### config.mk
export PLATFORM = sky130hd
export DESIGN_NAME = psieve_seq
export DESIGN_NICKNAME = d
export VERILOG_FILES = /design/src/sv/psieve_pkg.sv /design/src/sv/psieve_alu.sv /design/src/sv/psieve_seq.sv
export SDC_FILE = /design/constraint.sdc
export NUM_CORES = 1
export LEC_CHECK = 0
export BUFFER_PORTS_ARGS = -buffer_cell sky130_fd_sc_hd__buf_2
export CAP_MARGIN = 20
export CORE_MARGIN = 2
export CORE_UTILIZATION = 52
export CTS_BUF_LIST = sky130_fd_sc_hd__clkbuf_4 sky130_fd_sc_hd__clkbuf_8 sky130_fd_sc_hd__clkbuf_16
export CTS_CLUSTER_SIZE = 8
export DETAILED_ROUTE_END_ITERATION = 6
export MAX_ROUTING_LAYER = met4
export PLACE_DENSITY = 0.79
export RECOVER_POWER = 50
export SLEW_MARGIN = 40
export SYNTH_ARGS = -nofsm -noshare
export SYNTH_HDL_FRONTEND = slang
export SYNTH_SLANG_ARGS = --single-unit
### constraint.sdc
create_clock -name clk -period 5.6 [get_ports clk]
set_input_delay 0.56 -clock clk [delete_from_list [all_inputs] [get_ports clk]]
set_output_delay 0.56 -clock clk [all_outputs]
set_load 0.05 [all_outputs]
### src/sv/psieve_pkg.sv
// Package for the prime sieve engine: sizes, sequencer states, result and RAM request types.
// Used by every module of the block and by the response interface; depends on nothing.
`timescale 1ns / 1ps
`default_nettype none

package psieve_pkg;

	localparam int MAX_RANGE = 131072;
	localparam int ADDR_W    = $clog2(MAX_RANGE);
	localparam int VAL_W     = 17;
	// one spare bit so that lim+1 and x+p never wrap
	localparam int CNT_W     = ((ADDR_W > VAL_W) ? ADDR_W : VAL_W) + 1;

	localparam logic [VAL_W-1:0] LIMIT_RST = '1;

	typedef logic [CNT_W-1:0] cnt_t;

	typedef enum logic [2:0] {
		ST_IDLE,
		ST_CLEAR,
		ST_SV_RD,
		ST_SV_CHK,
		ST_MARK,
		ST_SCAN,
		ST_OUT
	} state_t;

	typedef struct packed {
		logic [VAL_W-1:0] prime_value;
		logic             found;
		logic             last_prime;
	} res_t;

	typedef struct packed {
		logic              we;
		logic [ADDR_W-1:0] waddr;
		logic              wdata;
		logic [ADDR_W-1:0] raddr;
	} mem_req_t;

endpackage

`default_nettype wire

### src/sv/psieve_alu.sv
// Shared arithmetic unit of the sieve sequencer: one adder and one compare against the limit.
// Depends on psieve_pkg.
`timescale 1ns / 1ps
`default_nettype none

module psieve_alu (
	input  wire psieve_pkg::cnt_t add_a,
	input  wire psieve_pkg::cnt_t add_b,
	input  wire psieve_pkg::cnt_t cmp_a,
	input  wire psieve_pkg::cnt_t lim,
	output psieve_pkg::cnt_t      sum,
	output logic                  le
);
	import psieve_pkg::*;

	assign sum = add_a + add_b;
	assign le  = (cmp_a <= lim);

endmodule

`default_nettype wire

### src/sv/psieve_seq.sv
// Sequencer of the prime sieve engine: map clear, sieve marking and the prime scan.
// Depends on psieve_pkg and psieve_alu; drives the composite map through mem_req_t.
`timescale 1ns / 1ps
`default_nettype none

module psieve_seq (
	input  wire logic                  clk,
	input  wire logic                  arst_n,
	input  wire logic                  start,
	input  wire logic                  restart,
	input  wire logic [psieve_pkg::VAL_W-1:0] limit_cfg,
	output logic                       idle,
	output logic                       res_valid,
	input  wire logic                  res_ready,
	output psieve_pkg::res_t           res,
	output psieve_pkg::mem_req_t       mem_req,
	input  wire logic                  mem_rdata
);
	import psieve_pkg::*;

	state_t state_q, state_d;
	cnt_t   lim_q, ptr_q, p_q, sq_q, pend_q, chk_n_s1;
	logic   built_q, init_q, chk_vld_s1;
	res_t   res_q;

	cnt_t   eff_lim, add_a, add_b, add_sum, cmp_a, sq_step;
	logic   cmp_le, hit, scan_end, have_pend;

	assign eff_lim = (cnt_t'(limit_cfg) > cnt_t'(MAX_RANGE - 1)) ?
		cnt_t'(MAX_RANGE - 1) : cnt_t'(limit_cfg);
	// (p+1)^2 = p^2 + 2p + 1
	assign sq_step   = {p_q[CNT_W-2:0], 1'b1};
	assign hit       = chk_vld_s1 && !mem_rdata;
	assign scan_end  = !chk_vld_s1 && !cmp_le;
	assign have_pend = built_q && (pend_q != '0);

	psieve_alu u_alu (
		.add_a (add_a),
		.add_b (add_b),
		.cmp_a (cmp_a),
		.lim   (lim_q),
		.sum   (add_sum),
		.le    (cmp_le)
	);

	// operand selection for the shared unit
	always_comb begin
		add_a = ptr_q;
		add_b = cnt_t'(1);
		cmp_a = ptr_q;
		unique case (state_q)
			ST_IDLE: begin
				add_a = pend_q;
			end
			ST_SV_RD: begin
				cmp_a = sq_q;
			end
			ST_SV_CHK: begin
				add_a = sq_q;
				add_b = sq_step;
			end
			ST_MARK: begin
				add_a = cmp_le ? ptr_q : sq_q;
				add_b = cmp_le ? p_q : sq_step;
			end
			ST_SCAN: begin
				add_a = hit ? chk_n_s1 : ptr_q;
			end
			ST_CLEAR, ST_OUT: begin
			end
			default: begin
			end
		endcase
	end

	always_comb begin
		state_d = state_q;
		unique case (state_q)
			ST_IDLE: begin
				if (start) begin
					if (restart) state_d = ST_CLEAR;
					else if (have_pend) state_d = ST_SCAN;
					else state_d = ST_OUT;
				end
			end
			ST_CLEAR: begin
				if (ptr_q == lim_q) state_d = ST_SV_RD;
			end
			ST_SV_RD: begin
				state_d = cmp_le ? ST_SV_CHK : ST_SCAN;
			end
			ST_SV_CHK: begin
				state_d = mem_rdata ? ST_SV_RD : ST_MARK;
			end
			ST_MARK: begin
				if (!cmp_le) state_d = ST_SV_RD;
			end
			ST_SCAN: begin
				if (hit) begin
					if (!init_q) state_d = ST_OUT;
				end else if (scan_end) begin
					state_d = ST_OUT;
				end
			end
			ST_OUT: begin
				if (res_ready) state_d = ST_IDLE;
			end
			default: begin
				state_d = ST_IDLE;
			end
		endcase
	end

	always_comb begin
		idle          = (state_q == ST_IDLE);
		res_valid     = (state_q == ST_OUT);
		mem_req.we    = (state_q == ST_CLEAR) || ((state_q == ST_MARK) && cmp_le);
		mem_req.waddr = ptr_q[ADDR_W-1:0];
		// clear pass leaves 0 and 1 marked composite
		mem_req.wdata = (state_q == ST_CLEAR) ? (ptr_q < cnt_t'(2)) : 1'b1;
		mem_req.raddr = (state_q == ST_SV_RD) ? p_q[ADDR_W-1:0] : ptr_q[ADDR_W-1:0];
	end

	always_ff @(posedge clk or negedge arst_n) begin
		if (!arst_n) begin
			state_q    <= ST_IDLE;
			built_q    <= 1'b0;
			init_q     <= 1'b0;
			chk_vld_s1 <= 1'b0;
			pend_q     <= '0;
		end else begin
			state_q    <= state_d;
			chk_vld_s1 <= (state_q == ST_SCAN) && cmp_le && !hit;
			unique case (state_q)
				ST_IDLE: begin
					if (start && (restart || !have_pend)) built_q <= 1'b0;
				end
				ST_SV_RD: begin
					if (!cmp_le) init_q <= 1'b1;
				end
				ST_SCAN: begin
					if (init_q) begin
						if (hit) begin
							init_q  <= 1'b0;
							built_q <= 1'b1;
						end else if (scan_end) begin
							init_q <= 1'b0;
						end
					end else if (hit) begin
						pend_q <= chk_n_s1;
					end else if (scan_end) begin
						pend_q  <= '0;
						built_q <= 1'b0;
					end
				end
				ST_CLEAR, ST_SV_CHK, ST_MARK, ST_OUT: begin
				end
				default: begin
				end
			endcase
		end
	end

	always_ff @(posedge clk) begin
		chk_n_s1 <= ptr_q;
		unique case (state_q)
			ST_IDLE: begin
				if (start) begin
					if (restart) begin
						lim_q <= eff_lim;
						ptr_q <= '0;
					end else begin
						ptr_q <= add_sum;
						res_q.prime_value <= have_pend ? pend_q[VAL_W-1:0] : '0;
						res_q.found       <= have_pend;
						res_q.last_prime  <= 1'b0;
					end
				end
			end
			ST_CLEAR: begin
				ptr_q <= add_sum;
				if (ptr_q == lim_q) begin
					p_q  <= cnt_t'(2);
					sq_q <= cnt_t'(4);
				end
			end
			ST_SV_RD: begin
				if (!cmp_le) ptr_q <= cnt_t'(2);
			end
			ST_SV_CHK: begin
				if (mem_rdata) begin
					p_q  <= p_q + cnt_t'(1);
					sq_q <= add_sum;
				end else begin
					ptr_q <= sq_q;
				end
			end
			ST_MARK: begin
				if (cmp_le) begin
					ptr_q <= add_sum;
				end else begin
					p_q  <= p_q + cnt_t'(1);
					sq_q <= add_sum;
				end
			end
			ST_SCAN: begin
				if (hit) begin
					ptr_q <= add_sum;
					if (init_q) begin
						res_q.prime_value <= chk_n_s1[VAL_W-1:0];
						res_q.found       <= 1'b1;
						res_q.last_prime  <= 1'b0;
					end
				end else if (scan_end) begin
					if (init_q) res_q <= '0;
					else res_q.last_prime <= 1'b1;
				end else if (cmp_le) begin
					ptr_q <= add_sum;
				end
			end
			ST_OUT: begin
			end
			default: begin
			end
		endcase
	end

	assign res = res_q;

endmodule

`default_nettype wire

Word level (Yosys, flattened, before mapping)
Cells that the tools add are included.
- input port bits: 23
- output and inout bits: 57
- bits in registers: 132
- word-level logic and storage cells: 129
- $add $sub $neg: 2
- eq/ne operators: 23
- muxes and demuxes: 58
- bitwise operators: 1
- reduce and logical (&&, ||, !) cells: 30
- magnitude comparators: 2
- operators by type and width (cell ; number):
    18-bit two-way mux ; 20
    18-bit case mux with 3 select lines ; 2
    18-bit case mux with 6 select lines ; 1
    19-bit two-way mux ; 5
    18-bit case mux with 4 select lines ; 1
    19-bit case mux with 2 select lines ; 1
    18-bit case mux with 2 select lines ; 1
    17-bit two-way mux ; 2
    3-bit two-way mux ; 10
    3-bit inequality test, second input constant ; 7
    3-bit case mux with 7 select lines ; 1
    18-bit by 1-bit adder with 18-bit output, second input constant ; 1
    18-bit adder ; 1
    18-bit by 17-bit equality test with 1-bit output ; 1
    18-bit by 17-bit <= comparator with 1-bit output ; 1
    18-bit by 2-bit less-than comparator with 1-bit output, second input constant ; 1
    18-bit nonzero test ; 1
    5-bit AND reduction ; 3
    2-bit inequality test, second input constant ; 7
    6-bit AND reduction ; 2
    1-bit two-way mux ; 11
    3-bit equality test, second input constant ; 3
    1-bit logical AND ; 7
    3-bit by 2-bit equality test with 1-bit output, second input constant ; 2
    other kinds (14) ; 24

Depth between registers and ports, before layout
Gate-level depths: netlist (run 1).
- depth after elaboration: 10
- depth in mapped cells: 30

By module
Synthesis (run 1) repeated with hierarchy kept, for this count alone.
- cells, all modules: 846
- area, all modules: 8119.0 µm²
- modules (own cells, without submodules) (module ; cells an instance ; seq. area each (µm²) ; instances ; area an instance (µm²)):
    psieve_seq ; 666 ; 3663.5 ; 1 ; 6769.0
    psieve_alu ; 180 ; 0.0 ; 1 ; 1350.0

Least setup slack after synthesis (run 1)
Ideal clock, no wire load.
- path type: reg-to-reg
- from: register state_q[0]
- to: register ptr_q[16], data pin
- period minus slack after synthesis: 5.183 ns
- setup slack: 0.417 ns
- cell stages (with the launch flop): 30
- data arrival time: 4.919 ns
- cells stage by stage: dfrtp_1 -> buf_2 -> nor2_1 -> nand2_1 -> clkbuf_1 -> buf_1 -> nand2_1 -> nand2_1 -> ha_1 -> nand4_1 -> or2_1 -> nor4_4 -> o22ai_1 -> nor2b_4 -> buf_6 -> buf_2 -> o21ai_0 -> a21oi_1 -> ha_1 -> inv_1 -> fa_1 -> nor2b_1 -> o21ai_0 -> a21boi_0 -> o211ai_1 -> a31oi_1 -> o21ai_0 -> a21oi_1 -> o21a_1 -> o31ai_1
- word-level cells in the longest chain between the ends: 10
- elaborated cells between the ends (all ways): 19
- those cells by class: 1 x add/sub; 1 x order compare; 5 x eq/ne; 11 x mux; 1 x reduce/logical
- ends and longest elaborated chain (item ; line ; source):
    start: declaration ; psieve_seq.sv:21 ; state_t state_q, state_d;
    start signal: assignment ; psieve_seq.sv:132 ; state_q <= state_d;
    3-bit by 2-bit equality test with 1-bit output ; psieve_seq.sv:51, psieve_seq.sv:166 ;
    18-bit two-way mux ; psieve_seq.sv:51 ; unique case (state_q)
    18-bit by 17-bit <= comparator with 1-bit output ; psieve_alu.sv:17 ; assign le = (cmp_a <= lim);
    18-bit two-way mux, on equally long branches ; psieve_seq.sv:63, psieve_seq.sv:64 ;
    18-bit case mux with 4 select lines or 18-bit case mux with 2 select lines (tied branches) ; psieve_seq.sv:51 ;
    18-bit adder ; psieve_alu.sv:16 ; assign sum = add_a + add_b;
    18-bit two-way mux ; psieve_seq.sv:199, psieve_seq.sv:217 ;
    18-bit two-way mux ; psieve_seq.sv:214 ; end else if (scan_end) begin
    18-bit two-way mux ; psieve_seq.sv:207 ; if (hit) begin
    18-bit case mux with 6 select lines * ; psieve_seq.sv:166 ; unique case (state_q)
    end signal: assignment ; psieve_seq.sv:200 ; ptr_q <= add_sum;
    end signal: assignment ; psieve_seq.sv:208 ; ptr_q <= add_sum;
    end signal: assignment ; psieve_seq.sv:218 ; ptr_q <= add_sum;
    end: declaration ; psieve_seq.sv:22 ; cnt_t lim_q, ptr_q, p_q, sq_q, pend_q, chk_n_s1;
Every way passes the cells marked *; elsewhere a longest branch is shown, timed or not. The select of a mux whose other input is x is not followed.
A chain may end at the register's enable or synchronous reset.

Worst setup path in the final report (run 1)
- from: register state_q[1]
- to: register ptr_q[16], data pin
The elaborated chain is that of the path after synthesis.

==> flow_metrics.env, run 1 <==
export IMPL_hp_start="limit_cfg[6]"
export IMPL_hold_viol_final=0
export IMPL_slew_violations=0
export IMPL_cts_tree="done"
export IMPL_cts_root_buf="clkbuf_16"
export IMPL_worstPathArrival_ns=5.59
export IMPL_core_sq_um=15100
export IMPL_r2r_start="state_q[1]$_DFFE_PN0P_"
export IMPL_cts_htree_levels=4
export IMPL_port_buffers=79
export IMPL_reg2reg_slack_ns=0.27
export IMPL_grt_usage_pct=31.3
export IMPL_required_ns=5.86
export IMPL_nFillCells=1314
export IMPL_min_to="lim_q[6]$_DFFE_PP_"
export IMPL_rows=45
export IMPL_place_inst=1104
export IMPL_wl_per_cell_um=20.9
export IMPL_clkTransAtPathRegs_ns=0.06
export IMPL_overflow=0
export IMPL_rr_endpoint="ptr_q[16]$_DFFE_PP_"
export IMPL_tns_ns=0
export IMPL_fin_crit_sh_pct=95.2
export IMPL_firstDrtPassIters=7
export IMPL_status="finished, final reports clean"
export IMPL_synth_net_count=921
export IMPL_postSynthAreaPerCell_sq_um=9.26
export IMPL_synth_top_flop_cell="edfxtp_1"
export IMPL_max_cap_viol_count=0
export IMPL_drt_wl_total_um=23800
export IMPL_detailroute_via_count=7164
export IMPL_tightest_slew_ns=1.43
export IMPL_clk_insertion_delay_late_ns=0.43
export IMPL_synthCells=862
export IMPL_cp_max_fo=36
export IMPL_netlist_area_sq_um=7980
export IMPL_die_area_sq_um=16400
export IMPL_endpoint_kind="flop"
export IMPL_startpoint_type="flop"
export IMPL_skew_ns=0.00949
export IMPL_synthArstFlopShare_pct=18.2
export IMPL_fin_nets=997
export IMPL_area_growth_pct=15.5
export IMPL_holdPathStages=1
export IMPL_yosysUniqueCellTypes=61
export IMPL_fmax_mhz=188
export IMPL_antenna_cells=0
export IMPL_seq_area_frac_synth_pct=45.9
export IMPL_grt_pass1_vias=6835
export IMPL_io_pin_count=80
export IMPL_slew_headroom_pct=4.80
export IMPL_setup_viol=0
export IMPL_synth_seq_cells=132
export IMPL_holdWs_ns=0.302
export IMPL_worstSetupPathType="reg -> reg"
export IMPL_cts_sinks=132
export IMPL_die_w_um=128
export IMPL_synth_edf_count=90
export IMPL_initial_core_util_pct=52.9
export IMPL_startpoint="state_q[1]$_DFFE_PN0P_"
export IMPL_grt_start_max_net_pins=37
export IMPL_fin_crit_ns=5.33
export IMPL_fin_cells=1139
export IMPL_synth_warnings=0
export IMPL_antenna_found_initial=0
export IMPL_vias_per_cell=6.29
export IMPL_first_iter_violations=891
export IMPL_utilization_pct=61.1
export IMPL_hpwl_um=17500
export IMPL_drive_above_1_share_pct=11.3
export IMPL_hold_path_class="in -> reg"
export IMPL_grt_pass1_wl_um=37900
export IMPL_die_y_um=128
export IMPL_reg2reg_depth=24
export IMPL_gp_congestion=0.992
export IMPL_route_detailed_drc=0
export IMPL_clockBufferDepth=2
export IMPL_ant_nets=0
export IMPL_cts_made_buffers=17
[synth_stat cells, types with 3 or more instances]
cell / n / area, sq um
a22o_1: 33 / 289
buf_4: 17 / 128
xor2_1: 32 / 280
clkbuf_1: 34 / 128
and3_1: 6 / 37.5
or2_2: 3 / 18.8
a21boi_0: 8 / 60.1
o22ai_1: 12 / 75.1
dfrtp_1: 24 / 601
o211ai_1: 6 / 45.0
nor2_1: 69 / 259
a31oi_1: 4 / 25.0
o21bai_1: 3 / 22.5
ha_1: 35 / 438
nand3_1: 24 / 120
inv_1: 29 / 109
a21oi_1: 39 / 195
nor2b_1: 9 / 56.3
nand2_1: 172 / 646
xnor2_1: 16 / 140
nor3_1: 8 / 40.0
o21ai_0: 49 / 245
nor4_1: 9 / 56.3
o41ai_1: 3 / 26.3
buf_2: 8 / 40.0
a222oi_1: 11 / 110
edfxtp_1: 90 / 2700
nand2b_1: 4 / 25.0
a22oi_1: 15 / 113
nand4_1: 11 / 68.8
a21o_1: 10 / 75.1
dfxtp_1: 18 / 360
o21a_1: 9 / 67.6
and2_1: 3 / 18.8
or3_1: 7 / 43.8
[critical path, stage by stage (launching register included)]
cell and delay (ns):
dfrtp_1 0.39, nor2b_2 0.18, nor2b_2 0.17, buf_12 0.17, nand2_1 0.10, nand2_1 0.07
ha_1 0.29, nand4_1 0.19, nor2_1 0.18, a31oi_1 0.14, a211o_2 0.38, nor2b_4 0.16
o21ai_4 0.41, buf_4 0.29, a22o_1 0.19, ha_1 0.29, nor2b_2 0.19, o21ai_2 0.15
a21boi_2 0.10, o211ai_1 0.25, a31oi_1 0.15, o21ai_0 0.18, a21oi_1 0.11, o21a_1 0.20
o31ai_1 0.23
[placed cells by master (no fill, tap or decap), drive strengths merged, types with 4 or more instances in the layout]
cell type	Yosys	final
nand2	173	173
clkbuf	34	97
edfxtp	90	90
nor2	70	70
o21ai	52	52
buf	29	45
a21oi	39	39
ha	35	35
inv	29	34
a22o	33	33
xor2	32	32
nand3	24	24
dfrtp	24	24
dfxtp	18	18
xnor2	16	16
a22oi	15	15
o22ai	12	12
nand4	11	11
a222oi	11	11
a21o	10	10
nor4	10	10
nor2b	10	10
o21a	9	9
nor3	8	8
or3	8	8
a21boi	8	8
and3	6	6
o211ai	6	6
nand2b	4	4
a31oi	4	4
or2	4	4
[registers in the layout (all words and copies together), names as in the netlist, 3 cells and up]
signal and count:
chk_n_s1 18, lim_q 17, p_q 18, pend_q 18
ptr_q 18, res 19, sq_q 18, state_q 3
[cell families (layout without fill, tap and decap cells)]
logic type / Yosys count / after routing / share of synthesized area (%)
adders and majority gates: 36 / 36 / 5.74
muxes: 3 / 3 / 0.408
buffers and inverters: 92 / 181 / 5.44
and+or+nand+nor: 332 / 332 / 18.4
AOI/OAI and AO/OA: 219 / 219 / 18.8
DFF: 132 / 132 / 45.9
xor gates and xnor gates: 48 / 48 / 5.27
[per-layer routing]
layer / part of all wire, % / track usage, % / vias to the layer above
met5: 0 / - / -
met4: 3.0 / 12.2 / 0
met3: 11 / 7.26 / 66
met2: 44 / 45.6 / 486
met1: 41 / 42.5 / 3346
li1: - / - / 3266
[cell type report]
cell class              count  area (sq um)  area share (%)
inverters                  29           109            1.18
multi-input cells         638          3970            43.1
repair buffers            120           596            6.46
clock inverters            10           140            1.52
well taps                 188           235            2.55
flip-flops and latches    132          3660            39.8
clock buffers              22           499            5.42
[per-stage QoR]
| stage | instance area, sq um | setup slack (ns) |
|---|---|---|
| after floorplan | 7980 | 0.417 |
| after global placement | 8600 | 0.185 |
| after detailed placement | 8640 | 0.0235 |
| after CTS | 9280 | 0.0621 |
| after global routing | 9220 | -0.00185 |
| final | 9220 | 0.270 |
[how the worst max path moves through the flow]
| stage | endpoint | slack, ns | cells after the start |
|---|---|---|---|
| after CTS | ptr_q[16]$_DFFE_PP_ | 0.06 | 24 |
| after global routing | ptr_q[16]$_DFFE_PP_ | -0.002 | 27 |
| after floorplan | ptr_q[16]$_DFFE_PP_ | 0.42 | 29 |
| after detailed placement | ptr_q[16]$_DFFE_PP_ | 0.02 | 24 |
| after global placement | ptr_q[16]$_DFFE_PP_ | 0.19 | 24 |
| final | ptr_q[16]$_DFFE_PP_ | 0.27 | 24 |
[timing repair]
action | in CTS | in global routing
gates resized for setup | 1 | 14
pin swaps | 0 | 10
hold buffers | 0 | 0
setup endpoints to repair | 2 | 18
setup buffers | 0 | 2
endpoints found under the hold margin | 0 | 0
Power of run 1 is left out: the tool's default activity adds up to more than one toggle a clock period on the data nets, which glitch-free logic cannot reach.
==> run 2: changes to the inputs <==
Settings changed: GPL_ROUTABILITY_DRIVEN set to 0, TNS_END_PERCENT set to 10.
Clock period 5.6 ns to 6.5 ns, I/O delays scaled along.
==> run 2 against run 1 <==
  * The run now ends with DRC left
  * Register-to-register slack better by 0.17 ns
  * Non-clock buffer count decreased by 18
  * Design area is 2.1% lower
  * Hold slack improved by 0.099 ns
  * Flip-flop and latch count did not move
  * Global-route usage fell by 1.6 points
  * Wire length decreased by 2.7%
==> flow_metrics.env, run 2 (synthesis results as in run 1) <==
export IMPL_cts_sinks=132
export IMPL_tightest_slew_ns=1.41
export IMPL_final_cell_mix="172 x nand2_1, 90 x edfxtp_1, 67 x nor2_1, 49 x o21ai_0, 49 x clkbuf_1"
export IMPL_largest_reg_flops=19
export IMPL_firstDrtPassIters=7
export IMPL_initial_core_util_pct=52.9
export IMPL_skew_ns=0.0118
export IMPL_violations="DRC"
export IMPL_ant_nets=0
export IMPL_antenna_cells=0
export IMPL_slew_violations=0
export IMPL_cp_slowest_cell="dfrtp_2"
export IMPL_fin_crit_ns=6.05
export IMPL_layout_commonest_cell="nand2_1"
export IMPL_io_pin_count=80
export IMPL_rows=45
export IMPL_slew_headroom_pct=6.01
export IMPL_cts_tree="done"
export IMPL_crit_family="compound AO/OA/AOI/OAI gates"
export IMPL_worstPathArrival_ns=6.18
export IMPL_cts_root_buf="clkbuf_16"
export IMPL_cts_setup_buffers=0
export IMPL_worstSetupPathType="reg -> reg"
export IMPL_antenna_found_initial=0
export IMPL_hp_start="limit_cfg[5]"
export IMPL_hold_viol_final=0
export IMPL_vias_per_cell=6.22
export IMPL_core_sq_um=15100
export IMPL_crit_buf_inv=2
export IMPL_grt_pass1_vias=6352
export IMPL_reg2reg_depth=24
export IMPL_endpoint_kind="flop"
export IMPL_drive_above_1_share_pct=11.4
export IMPL_hpwl_um=16300
export IMPL_hold_path_class="in -> reg"
export IMPL_clk_insertion_delay_late_ns=0.43
export IMPL_holdPathStages=1
export IMPL_grt_usage_pct=29.7
export IMPL_cts_made_buffers=17
export IMPL_crit_chain="nor2_1 -> nand2_1 -> buf_4 -> nand2_1 -> nand2_1 -> ha_1 -> nand4_1 -> o21bai_1 -> a21o_1 -> a211o_2 -> nor2b_4 -> o21ai_4 -> a22o_1 -> inv_1 -> fa_1 -> nor2b_1 -> o21ai_0 -> a21boi_0 -> o211ai_1 -> a31oi_1 -> o21ai_0 -> a21oi_1 -> o21a_1 -> nor3_1"
export IMPL_cts_htree_levels=4
export IMPL_tns_ns=0
export IMPL_status="complete, but fails checks"
export IMPL_die_area_sq_um=16400
export IMPL_max_stage_delay_ns=0.53
export IMPL_port_buffers=79
export IMPL_setup_viol=0
export IMPL_rsz0062_at_grt="no"
export IMPL_fin_crit_sh_pct=93.2
export IMPL_cts_hold_buf=0
export IMPL_die_w_um=128
export IMPL_cp_max_fo=19
export IMPL_r2r_start="state_q[0]$_DFFE_PN0P_"
export IMPL_pre_cts_ws_ns=0.386
export IMPL_clockBufferDepth=2
export IMPL_fin_ws_ns=0.445
export IMPL_wl_per_cell_um=20.6
export IMPL_clkTransAtPathRegs_ns=0.06
export IMPL_fmax_mhz=165
export IMPL_drt_wl_total_um=23200
export IMPL_area_growth_pct=13.0
export IMPL_first_iter_violations=1133
export IMPL_min_to="lim_q[5]$_DFFE_PP_"
export IMPL_cts_resized=0
export IMPL_max_cap_viol_count=0
export IMPL_startpoint_type="flop"
export IMPL_required_ns=6.63
export IMPL_reg2reg_slack_ns=0.45
export IMPL_grt_start_max_net_pins=37
export IMPL_rr_endpoint="sq_q[16]$_SDFFCE_PN0P_"
export IMPL_die_y_um=128
export IMPL_crit_top_cell="nand2_1"
export IMPL_grt_pass1_wl_um=35700
export IMPL_fin_nets=981
export IMPL_overflow=0
export IMPL_route_detailed_drc=4
export IMPL_detailroute_via_count=6987
==> run 2: cell types whose count changed in the layout (fill, tap and decap cells not counted), sizes merged <==
cell,before,now
buf,45,53
clkinv,1,3
bufinv,3,0
o21ai,52,53
inv,34,33
nor2b,10,11
clkbuf,97,73
==> run 2: through the flow <==
step	hold slack, ns	cell area [sq um]	cells	utilization [%]
after floorplan	0.354	7980	862	-
after global placement	0.456	8480	1088	56.2
after detailed placement	0.461	8480	1088	56.2
after CTS	0.211	9080	1120	60.2
after global routing	0.386	9020	1123	59.8
final	0.401	9020	1123	59.8
==> run 2: worst max-delay path by stage <==
stage	slack, ns	endpoint	depth (start not counted)	from
floorplan	1.32	ptr_q[16]$_DFFE_PP_	29	state_q[0]$_DFFE_PN0P_
global placement	0.51	ptr_q[17]$_DFFE_PP_	22	state_q[0]$_DFFE_PN0P_
detailed placement	0.39	ptr_q[16]$_DFFE_PP_	24	state_q[0]$_DFFE_PN0P_
CTS	0.35	ptr_q[16]$_DFFE_PP_	24	state_q[0]$_DFFE_PN0P_
global route	0.11	ptr_q[16]$_DFFE_PP_	24	state_q[0]$_DFFE_PN0P_
finish	0.45	sq_q[16]$_SDFFCE_PN0P_	24	state_q[0]$_DFFE_PN0P_
==> run 2: final cells by class <==
cell class	count	area, sq um
Clock buffer	24	543
Clock inverter	8	57.6
Fill cell	1336	6070
Inverter	29	109
Multi-Input combinational cell	640	3930
Sequential cell	132	3660
Tap cell	188	235
Timing Repair Buffer	102	479
==> run 2: per-layer routing <==
layer  up-vias  part of all wire [%]  GRT usage [%]
met1      3230                    40           40.2
met4         0                   3.8           12.3
met5         -                     0              -
li1       3229                     -              -
met2       446                    45           43.8
met3        82                    11           5.88
Power of run 2 is left out for the same reason.
